===== src/hdl/prwl_pkg.sv =====
`default_nettype none

package prwl_pkg;

    // Request operation codes.
    typedef enum logic [2:0] {
        OP_READ      = 3'd0,
        OP_WRITE     = 3'd1,
        OP_TRY_READ  = 3'd2,
        OP_TRY_WRITE = 3'd3,
        OP_UNLOCK    = 3'd4,
        OP_CANCEL    = 3'd5
    } op_t;

    // Result status codes.
    typedef enum logic [2:0] {
        ST_GRANTED     = 3'd0,
        ST_QUEUED      = 3'd1,
        ST_BUSY        = 3'd2,
        ST_NOT_HELD    = 3'd3,
        ST_CANCELLED   = 3'd4,
        ST_NOT_WAITING = 3'd5,
        ST_QUEUE_FULL  = 3'd6,
        ST_WOKEN       = 3'd7
    } status_t;

    // Sequencer states.
    typedef enum logic [3:0] {
        S_IDLE,
        S_DECIDE,
        S_ISCAN,
        S_IRD,
        S_ISHIFT,
        S_IWR,
        S_CSCAN,
        S_CSHIFT,
        S_WGET,
        S_WNEXT,
        S_WCHK
    } state_t;

    // One waiter as stored in the queue memory.
    typedef struct packed {
        logic [7:0] id;
        logic [7:0] prio;
        logic       writer;
    } entry_t;

    localparam int ENTRY_W = $bits(entry_t);

    // Most waiters that one unlock may wake.
    localparam logic [4:0] MAX_WAKES = 5'd16;

endpackage

`default_nettype wire


===== src/hdl/priority_fair_rwlock_manager.sv =====
// Channel   Direction  Handshake                    Fields
// request   in         start & !busy                operation, requester_id, requester_priority
// result    out        strobe, one cycle, no stall  status, target_id, target_priority,
//                                                   woken_is_writer, last
//
// An item that needs no queue walk is answered from S_DECIDE; its result shows while
// the block is idle again and can already take the next item. Queue inserts scan for
// the place and move the entries behind it, cancels search for the waiter and close
// the gap, and an unlock wakes a writer or a run of readers, all through the single
// queue memory port pair. Reset is asynchronous and clears the lock and the queue
// pointers; the queue memory needs no clearing. Results cannot be stalled.
`default_nettype none

module priority_fair_rwlock_manager #(
    parameter int QUEUE_DEPTH = 16,
    parameter int MAX_READERS = 255
) (
    input  wire logic       clk,
    input  wire logic       rst_n,
    input  wire logic       start,
    output logic            busy,
    input  wire logic [2:0] operation,
    input  wire logic [7:0] requester_id,
    input  wire logic [7:0] requester_priority,
    output logic            strobe,
    output logic      [2:0] status,
    output logic      [7:0] target_id,
    output logic      [7:0] target_priority,
    output logic            woken_is_writer,
    output logic            last
);

    localparam int AW = (QUEUE_DEPTH > 1) ? $clog2(QUEUE_DEPTH) : 1;
    localparam int CW = $clog2(QUEUE_DEPTH + 1);
    localparam logic [CW-1:0] DEPTH_C = CW'(QUEUE_DEPTH);
    localparam logic signed [8:0] MAXR_C = 9'(MAX_READERS);

    prwl_pkg::state_t state_reg, state_next;
    logic signed [8:0] holder_reg, holder_next;
    logic [CW-1:0]     count_reg, count_next;
    logic [AW-1:0]     head_reg, head_next;
    logic [CW-1:0]     idx_reg, idx_next;
    logic [CW-1:0]     j_reg, j_next;
    logic [4:0]        wakes_reg, wakes_next;
    prwl_pkg::op_t     op_reg, op_next;
    logic [7:0]        id_reg, id_next;
    logic [7:0]        pr_reg, pr_next;
    prwl_pkg::entry_t  e_reg, e_next;

    logic              strobe_reg, strobe_next;
    prwl_pkg::status_t status_reg, status_next;
    logic [7:0]        tid_reg, tid_next;
    logic [7:0]        tpr_reg, tpr_next;
    logic              wr_reg, wr_next;
    logic              last_reg, last_next;

    logic                         ram_we;
    logic [AW-1:0]                ram_waddr;
    prwl_pkg::entry_t             ram_wdata;
    logic [AW-1:0]                ram_raddr;
    logic [prwl_pkg::ENTRY_W-1:0] ram_rdata_raw;
    prwl_pkg::entry_t             rd;

    logic              blocked;
    logic signed [8:0] holder_dec;

    // Queue offset from the head to a physical address, wrapping once.
    function automatic logic [AW-1:0] phys(input logic [AW-1:0] head,
                                           input logic [CW-1:0] off);
        logic [CW:0] s;
        s = (CW+1)'(head) + (CW+1)'(off);
        if (s >= (CW+1)'(QUEUE_DEPTH))
        begin
            s = s - (CW+1)'(QUEUE_DEPTH);
        end
        return s[AW-1:0];
    endfunction

    prwl_ram #(
        .WIDTH (prwl_pkg::ENTRY_W),
        .DEPTH (QUEUE_DEPTH),
        .AW    (AW)
    ) u_queue (
        .clk   (clk),
        .we    (ram_we),
        .waddr (ram_waddr),
        .wdata (ram_wdata),
        .raddr (ram_raddr),
        .rdata (ram_rdata_raw)
    );

    assign rd = prwl_pkg::entry_t'(ram_rdata_raw);

    // State and payload registers.
    always_ff @(posedge clk or negedge rst_n)
    begin
        if (!rst_n)
        begin
            state_reg  <= prwl_pkg::S_IDLE;
            holder_reg <= '0;
            count_reg  <= '0;
            head_reg   <= '0;
            strobe_reg <= 1'b0;
        end
        else
        begin
            state_reg  <= state_next;
            holder_reg <= holder_next;
            count_reg  <= count_next;
            head_reg   <= head_next;
            strobe_reg <= strobe_next;
        end
    end

    always_ff @(posedge clk)
    begin
        idx_reg    <= idx_next;
        j_reg      <= j_next;
        wakes_reg  <= wakes_next;
        op_reg     <= op_next;
        id_reg     <= id_next;
        pr_reg     <= pr_next;
        e_reg      <= e_next;
        status_reg <= status_next;
        tid_reg    <= tid_next;
        tpr_reg    <= tpr_next;
        wr_reg     <= wr_next;
        last_reg   <= last_next;
    end

    // A reader waits behind a writer holder or a queue head writer at least as urgent.
    assign blocked = holder_reg[8] ||
                     ((count_reg != '0) && rd.writer && (rd.prio <= pr_reg));
    assign holder_dec = holder_reg[8] ? 9'sd0 : holder_reg - 9'sd1;

    // Sequencer: next state, queue memory access and result generation.
    always_comb
    begin
        state_next  = state_reg;
        holder_next = holder_reg;
        count_next  = count_reg;
        head_next   = head_reg;
        idx_next    = idx_reg;
        j_next      = j_reg;
        wakes_next  = wakes_reg;
        op_next     = op_reg;
        id_next     = id_reg;
        pr_next     = pr_reg;
        e_next      = e_reg;
        strobe_next = 1'b0;
        status_next = status_reg;
        tid_next    = tid_reg;
        tpr_next    = tpr_reg;
        wr_next     = wr_reg;
        last_next   = last_reg;
        ram_we      = 1'b0;
        ram_waddr   = head_reg;
        ram_wdata   = e_reg;
        ram_raddr   = head_reg;

        unique case (state_reg)
            prwl_pkg::S_IDLE:
            begin
                if (start)
                begin
                    op_next    = prwl_pkg::op_t'(operation);
                    id_next    = requester_id;
                    pr_next    = requester_priority;
                    state_next = prwl_pkg::S_DECIDE;
                end
            end

            prwl_pkg::S_DECIDE:
            begin
                // Reply fields common to all decisions here.
                tid_next    = id_reg;
                tpr_next    = pr_reg;
                wr_next     = 1'b0;
                last_next   = 1'b1;
                status_next = prwl_pkg::ST_BUSY;
                state_next  = prwl_pkg::S_IDLE;
                strobe_next = 1'b1;
                idx_next    = '0;
                unique case (op_reg)
                    prwl_pkg::OP_READ,
                    prwl_pkg::OP_TRY_READ:
                    begin
                        if (blocked)
                        begin
                            if (op_reg == prwl_pkg::OP_READ)
                            begin
                                if (count_reg == DEPTH_C)
                                begin
                                    status_next = prwl_pkg::ST_QUEUE_FULL;
                                end
                                else
                                begin
                                    strobe_next = 1'b0;
                                    state_next  = (count_reg == '0) ?
                                                  prwl_pkg::S_IWR : prwl_pkg::S_ISCAN;
                                end
                            end
                        end
                        else if (holder_reg < MAXR_C)
                        begin
                            holder_next = holder_reg + 9'sd1;
                            status_next = prwl_pkg::ST_GRANTED;
                        end
                    end
                    prwl_pkg::OP_WRITE,
                    prwl_pkg::OP_TRY_WRITE:
                    begin
                        if (holder_reg != 9'sd0)
                        begin
                            if (op_reg == prwl_pkg::OP_WRITE)
                            begin
                                if (count_reg == DEPTH_C)
                                begin
                                    status_next = prwl_pkg::ST_QUEUE_FULL;
                                end
                                else
                                begin
                                    strobe_next = 1'b0;
                                    state_next  = (count_reg == '0) ?
                                                  prwl_pkg::S_IWR : prwl_pkg::S_ISCAN;
                                end
                            end
                        end
                        else
                        begin
                            holder_next = -9'sd1;
                            status_next = prwl_pkg::ST_GRANTED;
                        end
                    end
                    prwl_pkg::OP_UNLOCK:
                    begin
                        if (holder_reg == 9'sd0)
                        begin
                            status_next = prwl_pkg::ST_NOT_HELD;
                        end
                        else
                        begin
                            status_next = prwl_pkg::ST_GRANTED;
                            holder_next = holder_dec;
                            if ((holder_dec == 9'sd0) && (count_reg != '0))
                            begin
                                last_next  = 1'b0;
                                state_next = prwl_pkg::S_WGET;
                            end
                        end
                    end
                    prwl_pkg::OP_CANCEL:
                    begin
                        if (count_reg == '0)
                        begin
                            status_next = prwl_pkg::ST_NOT_WAITING;
                        end
                        else
                        begin
                            strobe_next = 1'b0;
                            state_next  = prwl_pkg::S_CSCAN;
                        end
                    end
                    default:
                    begin
                        status_next = prwl_pkg::ST_BUSY;
                    end
                endcase
            end

            // Find the first entry less urgent than the new waiter.
            prwl_pkg::S_ISCAN:
            begin
                ram_raddr = phys(head_reg, idx_reg + CW'(1));
                if (rd.prio > pr_reg)
                begin
                    state_next = prwl_pkg::S_IRD;
                end
                else if ((CW+1)'(idx_reg) + (CW+1)'(1) < (CW+1)'(count_reg))
                begin
                    idx_next = idx_reg + CW'(1);
                end
                else
                begin
                    idx_next   = count_reg;
                    state_next = prwl_pkg::S_IRD;
                end
            end

            prwl_pkg::S_IRD:
            begin
                if (idx_reg < count_reg)
                begin
                    j_next     = count_reg - CW'(1);
                    ram_raddr  = phys(head_reg, count_reg - CW'(1));
                    state_next = prwl_pkg::S_ISHIFT;
                end
                else
                begin
                    state_next = prwl_pkg::S_IWR;
                end
            end

            // Move the tail up by one, last entry first.
            prwl_pkg::S_ISHIFT:
            begin
                ram_we    = 1'b1;
                ram_waddr = phys(head_reg, j_reg + CW'(1));
                ram_wdata = rd;
                if (j_reg > idx_reg)
                begin
                    ram_raddr = phys(head_reg, j_reg - CW'(1));
                    j_next    = j_reg - CW'(1);
                end
                else
                begin
                    state_next = prwl_pkg::S_IWR;
                end
            end

            prwl_pkg::S_IWR:
            begin
                ram_we           = 1'b1;
                ram_waddr        = phys(head_reg, idx_reg);
                ram_wdata.id     = id_reg;
                ram_wdata.prio   = pr_reg;
                ram_wdata.writer = (op_reg == prwl_pkg::OP_WRITE);
                count_next       = count_reg + CW'(1);
                strobe_next      = 1'b1;
                status_next      = prwl_pkg::ST_QUEUED;
                tid_next         = id_reg;
                tpr_next         = pr_reg;
                wr_next          = 1'b0;
                last_next        = 1'b1;
                state_next       = prwl_pkg::S_IDLE;
            end

            // Search for the first waiter with the requester's id.
            prwl_pkg::S_CSCAN:
            begin
                ram_raddr = phys(head_reg, idx_reg + CW'(1));
                if (rd.id == id_reg)
                begin
                    state_next = prwl_pkg::S_CSHIFT;
                end
                else if ((CW+1)'(idx_reg) + (CW+1)'(1) < (CW+1)'(count_reg))
                begin
                    idx_next = idx_reg + CW'(1);
                end
                else
                begin
                    strobe_next = 1'b1;
                    status_next = prwl_pkg::ST_NOT_WAITING;
                    tid_next    = id_reg;
                    tpr_next    = pr_reg;
                    wr_next     = 1'b0;
                    last_next   = 1'b1;
                    state_next  = prwl_pkg::S_IDLE;
                end
            end

            // Close the gap left by the cancelled waiter.
            prwl_pkg::S_CSHIFT:
            begin
                if ((CW+1)'(idx_reg) + (CW+1)'(1) < (CW+1)'(count_reg))
                begin
                    ram_we    = 1'b1;
                    ram_waddr = phys(head_reg, idx_reg);
                    ram_wdata = rd;
                    ram_raddr = phys(head_reg, idx_reg + CW'(2));
                    idx_next  = idx_reg + CW'(1);
                end
                else
                begin
                    count_next  = count_reg - CW'(1);
                    strobe_next = 1'b1;
                    status_next = prwl_pkg::ST_CANCELLED;
                    tid_next    = id_reg;
                    tpr_next    = pr_reg;
                    wr_next     = 1'b0;
                    last_next   = 1'b1;
                    state_next  = prwl_pkg::S_IDLE;
                end
            end

            // Pop the queue head after the last holder left.
            prwl_pkg::S_WGET:
            begin
                e_next     = rd;
                head_next  = phys(head_reg, CW'(1));
                count_next = count_reg - CW'(1);
                if (rd.writer)
                begin
                    holder_next = -9'sd1;
                    strobe_next = 1'b1;
                    status_next = prwl_pkg::ST_WOKEN;
                    tid_next    = rd.id;
                    tpr_next    = rd.prio;
                    wr_next     = 1'b1;
                    last_next   = 1'b1;
                    state_next  = prwl_pkg::S_IDLE;
                end
                else
                begin
                    holder_next = 9'sd1;
                    wakes_next  = 5'd1;
                    state_next  = prwl_pkg::S_WNEXT;
                end
            end

            // A reader run may go on; the read of the new head is issued here.
            prwl_pkg::S_WNEXT:
            begin
                if ((count_reg != '0) && (holder_reg < MAXR_C) &&
                    (wakes_reg < prwl_pkg::MAX_WAKES))
                begin
                    state_next = prwl_pkg::S_WCHK;
                end
                else
                begin
                    strobe_next = 1'b1;
                    status_next = prwl_pkg::ST_WOKEN;
                    tid_next    = e_reg.id;
                    tpr_next    = e_reg.prio;
                    wr_next     = 1'b0;
                    last_next   = 1'b1;
                    state_next  = prwl_pkg::S_IDLE;
                end
            end

            // Emit the pending reader; last only if the next head is a writer.
            prwl_pkg::S_WCHK:
            begin
                strobe_next = 1'b1;
                status_next = prwl_pkg::ST_WOKEN;
                tid_next    = e_reg.id;
                tpr_next    = e_reg.prio;
                wr_next     = 1'b0;
                if (!rd.writer)
                begin
                    last_next   = 1'b0;
                    e_next      = rd;
                    head_next   = phys(head_reg, CW'(1));
                    count_next  = count_reg - CW'(1);
                    holder_next = holder_reg + 9'sd1;
                    wakes_next  = wakes_reg + 5'd1;
                    state_next  = prwl_pkg::S_WNEXT;
                end
                else
                begin
                    last_next  = 1'b1;
                    state_next = prwl_pkg::S_IDLE;
                end
            end

            default:
            begin
                state_next = prwl_pkg::S_IDLE;
            end
        endcase
    end

    assign busy            = (state_reg != prwl_pkg::S_IDLE);
    assign strobe          = strobe_reg;
    assign status          = status_reg;
    assign target_id       = tid_reg;
    assign target_priority = tpr_reg;
    assign woken_is_writer = wr_reg;
    assign last            = last_reg;

endmodule

`default_nettype wire


===== src/hdl/prwl_ram.sv =====
`default_nettype none

module prwl_ram #(
    parameter int WIDTH = 17,
    parameter int DEPTH = 16,
    parameter int AW    = (DEPTH > 1) ? $clog2(DEPTH) : 1
) (
    input  wire logic             clk,
    input  wire logic             we,
    input  wire logic [AW-1:0]    waddr,
    input  wire logic [WIDTH-1:0] wdata,
    input  wire logic [AW-1:0]    raddr,
    output logic      [WIDTH-1:0] rdata
);

    logic [WIDTH-1:0] mem [DEPTH];

    // Single write port, registered read port.
    always_ff @(posedge clk)
    begin
        if (we)
        begin
            mem[waddr] <= wdata;
        end
        rdata <= mem[raddr];
    end

endmodule

`default_nettype wire

===== config.mk =====
export PLATFORM = sky130hd
export DESIGN_NAME = priority_fair_rwlock_manager
export DESIGN_NICKNAME = d
export VERILOG_FILES = /design/src/hdl/prwl_pkg.sv /design/src/hdl/priority_fair_rwlock_manager.sv /design/src/hdl/prwl_ram.sv
export SDC_FILE = /design/constraint.sdc
export NUM_CORES = 1
export LEC_CHECK = 0
export ABC_AREA = 1
export BUFFER_PORTS_ARGS = -buffer_cell sky130_fd_sc_hd__buf_4
export CAP_MARGIN = 20
export CELL_PAD_IN_SITES_DETAIL_PLACEMENT = 1
export CELL_PAD_IN_SITES_GLOBAL_PLACEMENT = 2
export CORE_ASPECT_RATIO = 0.75
export CORE_UTILIZATION = 40
export CTS_BUF_LIST = sky130_fd_sc_hd__clkbuf_4 sky130_fd_sc_hd__clkbuf_8
export DETAILED_ROUTE_END_ITERATION = 10
export GPL_TIMING_DRIVEN = 0
export HOLD_SLACK_MARGIN = 0.06
export PLACE_DENSITY = 0.76
export SLEW_MARGIN = 25
export SYNTH_ARGS = -nofsm -noshare
export SYNTH_HDL_FRONTEND = slang
export SYNTH_SLANG_ARGS = --single-unit
export TNS_END_PERCENT = 100

===== constraint.sdc =====
create_clock -name clk -period 6.58 [get_ports clk]
set_input_delay 0.987 -clock clk [delete_from_list [all_inputs] [get_ports clk]]
set_output_delay 0.987 -clock clk [all_outputs]
set_load 0.01 [all_outputs]

==> results.py <==
metrics = {
    "status": {
        "status": "complete, no violations",
    },
    "clock_network": {
        "cts_tree": "yes",
        "post_cts_buffers": 0,
        "cts_buffers": 61,
        "h-tree-depth": 2,
        "clock_path_buffers": 3,
        "cts_resized": 0,
        "clock_latency_ns": 0.67,
        "cts_hold_buffers": 0,
        "clk_pin_slew_worst_paths_ns": 0.07,
        "root_buffer": "clkbuf_8",
        "cts.sinks": 384,
    },
    "layout": {
        "layout-drive-gt1-share": 0.1555,
        "area_growth_pct": 14.83,
        "fillCellCount": 5012,
        "final_util": 0.4697,
        "antenna_cells": 0,
        "largest_reg_flops": 272,
        "fin_nets": 1978,
    },
    "timing": {
        "slew_headroom": 0.3465,
        "period_share": 0.7717,
        "finalHoldViolCount": 0,
        "fmax_ghz": 0.1969,
        "rsz0062_at_grt": "no",
        "setup_viol": 0,
        "drv_slew": 0,
        "holdWs_ns": 0.2407,
        "fin_skew_ns": 0.02692,
        "tns_ns": 0,
        "timing_worst_slew_pin_value_ns": 0.9791,
        "period_needed_ns": 5.078,
    },
    "die": {
        "coreArea_um2": 45100,
        "start_util": 0.4091,
        "die_area_um2": 46990,
        "die_width_um": 250.0,
        "row_count": 67,
        "io_pins": 45,
        "die-height_um": 188.0,
    },
    "yosys": {
        "avgSynthCellArea_um2": 10.42,
        "synth.most_common_cell": "nand2_1",
        "synthTopCellsByCount": "395 x nand2_1, 359 x nand3_1, 344 x edfxtp_1",
        "yosysUniqueCellTypes": 43,
        "netlist_area_um2": 18450,
        "async_flop_share": 0.05990,
        "synth_nets": 1847,
        "synth-edff-count": 344,
        "yosysTopAreaCell": "edfxtp_1",
        "ys_ff_latch": 384,
        "synth_top_area_share": 0.5599,
        "synth_area_leaders": "edfxtp_1 56%, nand3_1 9.7%, nand2_1 8.0%, ha_1 3.3%, dfrtp_1 3.1%",
        "ys_seq_area_frac": 0.6096,
        "synth_warnings": 0,
        "synth-main-ff-cell": "edfxtp_1",
        "synthCells": 1771,
    },
    "power": {
        "vdd_drop_max_mv": 0.2946,
        "p_total_w": 0.01227,
        "leakage_nw": 8.311,
        "powerDensity_nw_per_um2": 579.0,
    },
    "route": {
        "vias": 14277,
        "detail-route-antenna-nets": 0,
        "first_pass_iters": 5,
        "vias_per_cell": 5.632,
        "drt_iter0_drc": 1226,
        "drc": 0,
        "drt-wirelength-per-cell_um": 24.60,
        "wl_mm": 62.35,
    },
    "job": {
        "cap_violations": 0,
    },
    "worst_hold_path": {
        "hold_path_class": "primary input to asynchronous set/reset pin",
    },
    "global_route": {
        "grt_overflow_total": 0,
        "grt_usage": 0.2698,
        "grt_pass1_vias": 14673,
        "grt_max_degree": 24,
        "antenna_found_initial": 0,
        "grt_pass1_wl_mm": 93.58,
    },
    "place": {
        "dp_hpwl_mm": 45.48,
        "io_buffers": 44,
        "gp_congestion": 0.8776,
    },
    "setup_path": {
        "cp-end-kind": "register",
        "reg2reg_from": "idx_reg[1]$_DFFE_PP_",
        "critPathKind": "register to register",
        "r2r_cells": 19,
        "r2r_slack_ns": 1.50,
        "worst_ep_required_time_ns": 6.86,
        "worstPathArrival_ns": 5.36,
        "crit_start": "idx_reg[1]$_DFFE_PP_",
        "crit_fanout": 17,
        "worstSetupStartpointType": "register",
        "r2r-end": "u_queue.mem[1][12]$_DFFE_PP_",
    },
}
[placed cells by master, fill, tap and decap left out, types with 15 or more instances in the layout]
cell / n
clkinv_1: 18
o211ai_1: 18
nand2_1: 395
nor2_1: 60
dfrtp_1: 23
ha_1: 48
nor2_4: 17
xor2_1: 27
buf_2: 46
dfxtp_1: 17
buf_4: 59
clkbuf_8: 65
edfxtp_1: 344
clkbuf_1: 22
nand3_2: 31
o21ai_0: 72
nand3_1: 359
a21oi_1: 35
clkbuf_4: 18
a22oi_1: 15
inv_1: 116
[cell families (layout without fill, tap and decap cells)]
logic type               after synthesis  in the layout  synth area share
flip-flops                           384            384            0.6096
adder cells (fa/ha/maj)               54             54           0.03906
AND/OR/NAND/NOR                      914            914            0.2281
buffers and inverters                205            383           0.04849
XOR/XNOR                              35             35           0.01662
AO/OA/AOI/OAI                        179            179           0.05819
[routing by layer]
| metal | wire length [µm] | vias to the layer above | track usage |
|---|---|---|---|
| met5 | 0 | - | 0 |
| met4 | 1164 | 0 | 0.06159 |
| met3 | 3931 | 72 | 0.04858 |
| met2 | 26340 | 406 | 0.3860 |
| li1 | - | 6538 | - |
| met1 | 30920 | 7261 | 0.4203 |
[through the flow]
stage	std cells	instance area [µm²]	worst slack [ns]
CTS	2535	21180	1.551
global route	2535	21180	1.222
finish	2535	21180	1.502
detailed placement	2425	19930	1.607
global placement	2401	19510	0.8071
floorplan	1771	18450	2.901
[layout make-up]
class / instances / area (µm²) / share of cell area
repair buffers: 68 / 555.5 / 0.02622
inverters: 127 / 476.7 / 0.02250
flip-flops and latches: 384 / 11250 / 0.5309
clock inverters: 27 / 225.2 / 0.01063
multi-input cells: 1182 / 6500 / 0.3068
clock buffers: 83 / 1030 / 0.04861
plain buffers: 78 / 417.9 / 0.01973
well taps: 586 / 733.2 / 0.03461
[critical path, stage by stage (launching register included)]
cell      delay (ns)
edfxtp_1        0.52
ha_1            0.32
nand2_1         0.09
nand2_1         0.05
nand2_1         0.16
inv_1           0.07
ha_1            0.29
a21o_1          0.16
nand3_1         0.08
nand3_1         0.21
buf_4           0.26
nand2_1         0.22
nand2_1         0.36
inv_1           0.38
o21ai_0         0.15
nand2_1         0.08
nand3_1         0.20
inv_1           0.15
nand2_1         0.25
nor2_4          0.65
[where the power goes]
| group | internal [W] | switching (W) | leakage (nW) |
|---|---|---|---|
| logic | 0.00183 | 0.00474 | 4.09 |
| registers | 0.00330 | 0.000250 | 3.56 |
| clock network | 0.00117 | 0.000982 | 0.660 |
[worst max-delay path by stage]
stage	end	slack, ns	cells past startpoint
2_1_floorplan	u_queue.mem[4][0]$_DFFE_PP_	2.90	19
4_1_cts	u_queue.mem[7][12]$_DFFE_PP_	1.55	19
3_5_place_dp	u_queue.mem[7][9]$_DFFE_PP_	1.61	19
6_report	u_queue.mem[1][12]$_DFFE_PP_	1.50	19
3_3_place_gp	u_queue.mem[2][8]$_DFFE_PP_	0.81	19
5_1_grt	u_queue.mem[5][10]$_DFFE_PP_	1.22	19
No activity file was read; power rests on OpenSTA's default activity.
